**src/sv/bce_pkg.sv**
```systemverilog
`timescale 1ns / 1ps
// ----------------------------------------------------------------------------
// Biquad cascade equalizer package
// Types, constants and codes shared by the equalizer modules.
// ----------------------------------------------------------------------------
package bce_pkg;

    localparam int CHANNELS    = 8;
    localparam int SECTIONS    = 64;
    localparam int SAMPLE_BITS = 24;
    localparam int COEF_BITS   = 32;
    localparam int INT_BITS    = SAMPLE_BITS + 8;
    localparam int GAIN_BITS   = 24;
    localparam int GAIN_FRAC   = 20;
    localparam int COEF_FRAC   = COEF_BITS - 6;
    localparam int NCOEF       = 5;
    localparam int CH_BITS     = 3;
    localparam int SEC_BITS    = 6;
    localparam int SEL_BITS    = 3;
    localparam int ACT_BITS    = 7;
    localparam int ROW_AW      = CH_BITS + SEC_BITS;
    localparam int ROWS        = CHANNELS * SECTIONS;
    localparam int ROW_BITS    = 4 * INT_BITS;
    localparam int COEF_DEPTH  = SECTIONS * NCOEF;
    localparam int COEF_AW     = $clog2(COEF_DEPTH);
    localparam int PROD_BITS   = COEF_BITS + INT_BITS;
    localparam int ACC_BITS    = PROD_BITS + 3;
    localparam int STEP_BITS   = 3;

    localparam logic [GAIN_BITS-1:0] GAIN_RESET = 24'd1048576;

    localparam logic CFG_ACTIVE = 1'b0;
    localparam logic CFG_GAIN   = 1'b1;

    typedef enum logic [1:0] {
        OP_SAMPLE  = 2'd0,
        OP_COEF    = 2'd1,
        OP_CLR_SEC = 2'd2,
        OP_CLR_ALL = 2'd3
    } t_op;

    typedef enum logic [2:0] {
        ST_IDLE,
        ST_CLR_ALL,
        ST_CLR_SEC,
        ST_PRE,
        ST_SEC,
        ST_FIN
    } t_state;

    typedef struct packed {
        logic [1:0]                    operation;
        logic [CH_BITS-1:0]            channel;
        logic signed [SAMPLE_BITS-1:0] sample_in;
        logic [SEC_BITS-1:0]           section;
        logic [SEL_BITS-1:0]           coeff_select;
        logic signed [COEF_BITS-1:0]   coeff_value;
    } t_in_word;

    typedef struct packed {
        logic [CH_BITS-1:0]            out_channel;
        logic signed [SAMPLE_BITS-1:0] sample_out;
        logic                          clipped;
    } t_out_word;

    typedef struct packed {
        logic mul_en;
        logic acc_ld;
        logic acc_add;
        logic acc_sub;
    } t_mac_ctrl;

endpackage

```
**src/sv/bce_mac.sv**
```systemverilog
`timescale 1ns / 1ps
// ----------------------------------------------------------------------------
// Multiply accumulate unit
// Shared multiplier with accumulator and the two rounding scalers.
// ----------------------------------------------------------------------------
module bce_mac (
    input  logic                                 i_clk,
    input  bce_pkg::t_mac_ctrl                   i_ctrl,
    input  logic signed [bce_pkg::COEF_BITS-1:0] i_a,
    input  logic signed [bce_pkg::INT_BITS-1:0]  i_b,
    output logic signed [bce_pkg::INT_BITS-1:0]  o_pre_v,
    output logic                                 o_pre_clip,
    output logic signed [bce_pkg::INT_BITS-1:0]  o_sec_y,
    output logic                                 o_sec_clip
);
    import bce_pkg::*;

    localparam logic signed [ACC_BITS-1:0] INT_MAX =
        $signed({{(ACC_BITS-INT_BITS+1){1'b0}}, {(INT_BITS-1){1'b1}}});
    localparam logic signed [ACC_BITS-1:0] INT_MIN =
        $signed({{(ACC_BITS-INT_BITS+1){1'b1}}, {(INT_BITS-1){1'b0}}});
    localparam logic signed [ACC_BITS-1:0] PRE_HALF =
        $signed({{(ACC_BITS-GAIN_FRAC){1'b0}}, 1'b1, {(GAIN_FRAC-1){1'b0}}});
    localparam logic signed [ACC_BITS-1:0] SEC_HALF =
        $signed({{(ACC_BITS-COEF_FRAC){1'b0}}, 1'b1, {(COEF_FRAC-1){1'b0}}});

    logic signed [PROD_BITS-1:0] r_prod;
    logic signed [ACC_BITS-1:0]  r_acc;
    logic signed [ACC_BITS-1:0]  w_prod_ext;
    logic signed [ACC_BITS-1:0]  w_pre_sh;
    logic signed [ACC_BITS-1:0]  w_sec_sh;

    assign w_prod_ext = {{(ACC_BITS-PROD_BITS){r_prod[PROD_BITS-1]}}, r_prod};

    always_ff @(posedge i_clk) begin
        if (i_ctrl.mul_en) begin
            r_prod <= i_a * i_b;
        end
        if (i_ctrl.acc_ld) begin
            r_acc <= w_prod_ext;
        end else if (i_ctrl.acc_add) begin
            r_acc <= r_acc + w_prod_ext;
        end else if (i_ctrl.acc_sub) begin
            r_acc <= r_acc - w_prod_ext;
        end
    end

    always_comb begin
        w_pre_sh = (r_acc + PRE_HALF) >>> GAIN_FRAC;
        w_sec_sh = (r_acc + SEC_HALF) >>> COEF_FRAC;
        o_pre_clip = 1'b1;
        o_sec_clip = 1'b1;
        if (w_pre_sh > INT_MAX) begin
            o_pre_v = INT_MAX[INT_BITS-1:0];
        end else if (w_pre_sh < INT_MIN) begin
            o_pre_v = INT_MIN[INT_BITS-1:0];
        end else begin
            o_pre_v    = w_pre_sh[INT_BITS-1:0];
            o_pre_clip = 1'b0;
        end
        if (w_sec_sh > INT_MAX) begin
            o_sec_y = INT_MAX[INT_BITS-1:0];
        end else if (w_sec_sh < INT_MIN) begin
            o_sec_y = INT_MIN[INT_BITS-1:0];
        end else begin
            o_sec_y    = w_sec_sh[INT_BITS-1:0];
            o_sec_clip = 1'b0;
        end
    end

endmodule

```
**config.mk**
```make
export PLATFORM = sky130hd
export DESIGN_NAME = bce_mac
export DESIGN_NICKNAME = d
export VERILOG_FILES = /design/src/sv/bce_pkg.sv /design/src/sv/bce_mac.sv
export SDC_FILE = /design/constraint.sdc
export NUM_CORES = 2
export LEC_CHECK = 0
export BUFFER_PORTS_ARGS = -buffer_cell sky130_fd_sc_hd__buf_4
export CORE_UTILIZATION = 60
export CTS_CLUSTER_DIAMETER = 80
export DETAILED_ROUTE_END_ITERATION = 8
export GPL_ROUTABILITY_DRIVEN = 1
export PLACE_DENSITY = 0.79
export SKIP_CTS_REPAIR_TIMING = 1
export SLEW_MARGIN = 20
export SYNTH_ARGS = -nofsm -noshare
export SYNTH_HDL_FRONTEND = slang
export SYNTH_SLANG_ARGS = --single-unit
export TNS_END_PERCENT = 20
```
**constraint.sdc**
```tcl
create_clock -name i_clk -period 8.3 [get_ports i_clk]
set_input_delay 0.83 -clock i_clk [delete_from_list [all_inputs] [get_ports i_clk]]
set_output_delay 0.83 -clock i_clk [all_outputs]
set_load 0.01 [all_outputs]
```
==> summary.md <==
| Metric | Value |
|---|---|
| Worst path buffer plus inverter count | 5 |
| Critical path's slowest cell | fa_1 |
| Drt pass-1 iters | 5 |
| Iteration-0 DRC Markers | 2,690 |
| N_diodes | 0 |
| Critical Path Max Stage Delay | 0.56 ns |
| Die H | 286 um |
| First-pass GRT wire length | 203,000 um |
| CP required | 8.49 ns |
| Final HPWL DP | 105,000 um |
| Die width | 286 um |
| Yosys top cell area share | between 40% and 50% |
| Top FF cell, synth | edfxtp_1 |
| Total negative slack | 0 ns |
| Flops & latches, synth | between 100 and 150 |
| CP top delay family | adder cells |
| Syn_area_per_cell | 9.00 um2 |
| Async S/R FF share, synth | 0% |
| GPL Wtd Cong | around 0.97 |
| Leading area contributor after synthesis | fa_1 |
| CTS Buf Count | 17 |
| Distinct cells, synth | 85 |
| CTS tree | built |
| Number of remaining DRC errors | 0 |
| Vias in the first global route | 39,200 |
| Sink Count | approximately 130 |
| Number of flops mapped to enable cells by yosys | 131 |
| Synth cell count leaders | inv_1, fa_1, nand2_1 |
| Reg clk slew, reported paths | 0.06 ns |
| Cell mode on critical path | fa_1 |
| Slew @ Worst Pin | 1.01 ns |
| YS warnings | 0 |
| Final Util | between 60% and 70% |
| Remaining global-route overflow | 0 |
| Via Count | 36,900 |
| Period utilisation layout | 95.8% |
| Post-Route WL | 122,000 um |
| Final hold violations | 0 |
| Synth top area cells | fa_1, inv_1, edfxtp_1 |
| RSZ-0062 raised after global routing | no |
| Register area share after synthesis | 8.13% |
| Slew headroom | 32.0% |
| Status | complete, no violations |
| H-tree depth | 4 |
| Final nets | between 6,000 and 7,000 |
| Final count of negative-setup-slack endpoints | 0 |
| I/O pins | 135 |
| Layout area overhead | 8.82% |
| Hold crit path type | flip-flop to flip-flop |
| Max Fclk | 126 MHz |
| Starting Density | between 60% and 70% |
| Crit. End Element | flip-flop |
| Most frequent cell after synthesis | inv_1 |
| Initial antenna violation count | 0 |
| Clk Tree Root Cell | clkbuf_16 |
| Crit Path Max Fanout | 7 |
| Critical path class | primary input to flip-flop |
| DRT antenna net count | 0 |
| Total core area | 79,400 um2 |
| Syn Std Cell Area | 48,400 um2 |
| Clk buf depth | 2 |
| Die area | between 80,000 and 90,000 um2 |
| Total track usage | 31.2% |
| Via density | 5.61 |
| Worst path arrival time | roughly 8 ns |
| Slew Viols, Final | 0 |
| Crit path launch type | primary input |
| Layout Skew | 0.00945 ns |
| Worst-skew pair later-pin latency | 0.44 ns |
| Cells after Synth | 5,379 |
| Rows | around 100 |
| Avg WL per Cell | between 15 and 20 um |
| Fin crit period | 7.95 ns |
| Syn nets | 6,784 |
| Pin count of the biggest net entering global routing | 73 |
| I/O Buffers | 134 |
| Max-cap violations | 0 |
| Layout cells sized above 1 | 8.86% |
registers in the layout, indices dropped and copies added (netlist names):
| signal | flops |
|---|---|
| r_prod | 64 |
| r_acc | 67 |
worst paths after layout:
check | startpoint | end | slack [ns] | cells after the start
max | i_a[23] | r_prod[62] | 0.35 | 25
min | r_prod[33] | r_acc[33] | 0.60 | 2
max reg2reg | r_prod[9] | r_acc[63] | 1.29 | 18
min reg2reg | r_prod[33] | r_acc[33] | 0.60 | 2
cells by family (layout without fill, tap and decap cells):
logic type	Yosys count	count (layout)	share of synthesized area, %
simple gates	1603	1603	16.6
flops	131	131	8.13
xor+xnor	267	267	4.85
compound gates	631	631	7.97
buf+inv	1400	1551	10.9
mux	11	11	0.246
fa+ha+maj	1336	1336	51.3
layout by cell type (no fill, tap or decap), types with 4 or more instances in the layout:
master,netlist,routed
mux2i_1,4,4
a21oi_1,179,177
edfxtp_1,131,131
fa_1,1083,1081
or2_2,11,11
o21a_1,13,13
nand4_1,52,52
nor3_1,45,45
a31oi_1,32,30
a21o_1,87,87
nand3_1,45,45
buf_4,0,385
clkbuf_16,0,17
o31ai_1,10,10
nor4_1,17,17
clkinv_1,1,4
buf_12,0,21
a2111oi_0,4,4
bufinv_16,0,6
and2_1,519,518
nor2_1,145,145
nand2b_1,30,30
and3_1,26,26
or4_1,8,8
xor2_1,131,131
or3_1,14,13
o21bai_1,28,28
nor2b_1,14,14
inv_1,1113,1108
o211ai_1,10,10
mux2_2,7,7
o21ai_0,193,192
clkinvlp_4,0,4
a221oi_1,7,7
nand2_1,653,652
xnor2_1,135,135
a211oi_1,11,11
o22ai_1,6,6
ha_1,253,253
through the flow:
stage	worst slack, ns	std cells	hold slack, ns	cell area (um2)
floorplan	0.00638	5379	0.537	48500
global placement	-0.0356	6548	0.564	52000
detailed placement	-0.162	6548	0.590	52000
CTS	0.296	6579	0.601	52700
global route	0.00546	6580	0.639	52700
finish	0.351	6580	0.596	52700
routing by layer:
metal | GRT usage (%) | share of wire (%) | routed length [um]
met2 | 49.9 | 46 | 56400
met5 | 0 | 0 | 0
met1 | 44.6 | 43 | 52100
met3 | 5.22 | 8.8 | 10700
met4 | 7.83 | 2.2 | 2670
area by class of cell:
type                    instances  area (um2)
clock buffers                  17         425
clock inverters                14         234
fillers                      6307       26700
inverters                    1114        4190
multi-input cells            3848       39300
flip-flops and latches        131        3930
well taps                    1050        1310
repair buffers                406        3310
worst reg2reg max path, stage by stage, from the launching register on:
cell and delay, ns:
edfxtp_1 0.50, or4_4 0.59, or3_4 0.36, or4_4 0.48, nor3b_4 0.36, nor3b_2 0.63
a21oi_1 0.17, xor2_1 0.23, ha_1 0.38, a21oi_1 0.32, o21ai_0 0.22, a311oi_1 0.37
nand2b_1 0.15, a211oi_1 0.53, o31ai_1 0.28, a221oi_1 0.70, o31ai_1 0.20, xnor2_1 0.16
o21ai_0 0.10
Power is left out: the tool's default activity adds up to more than one toggle a clock period on the data nets, which glitch-free logic cannot reach.
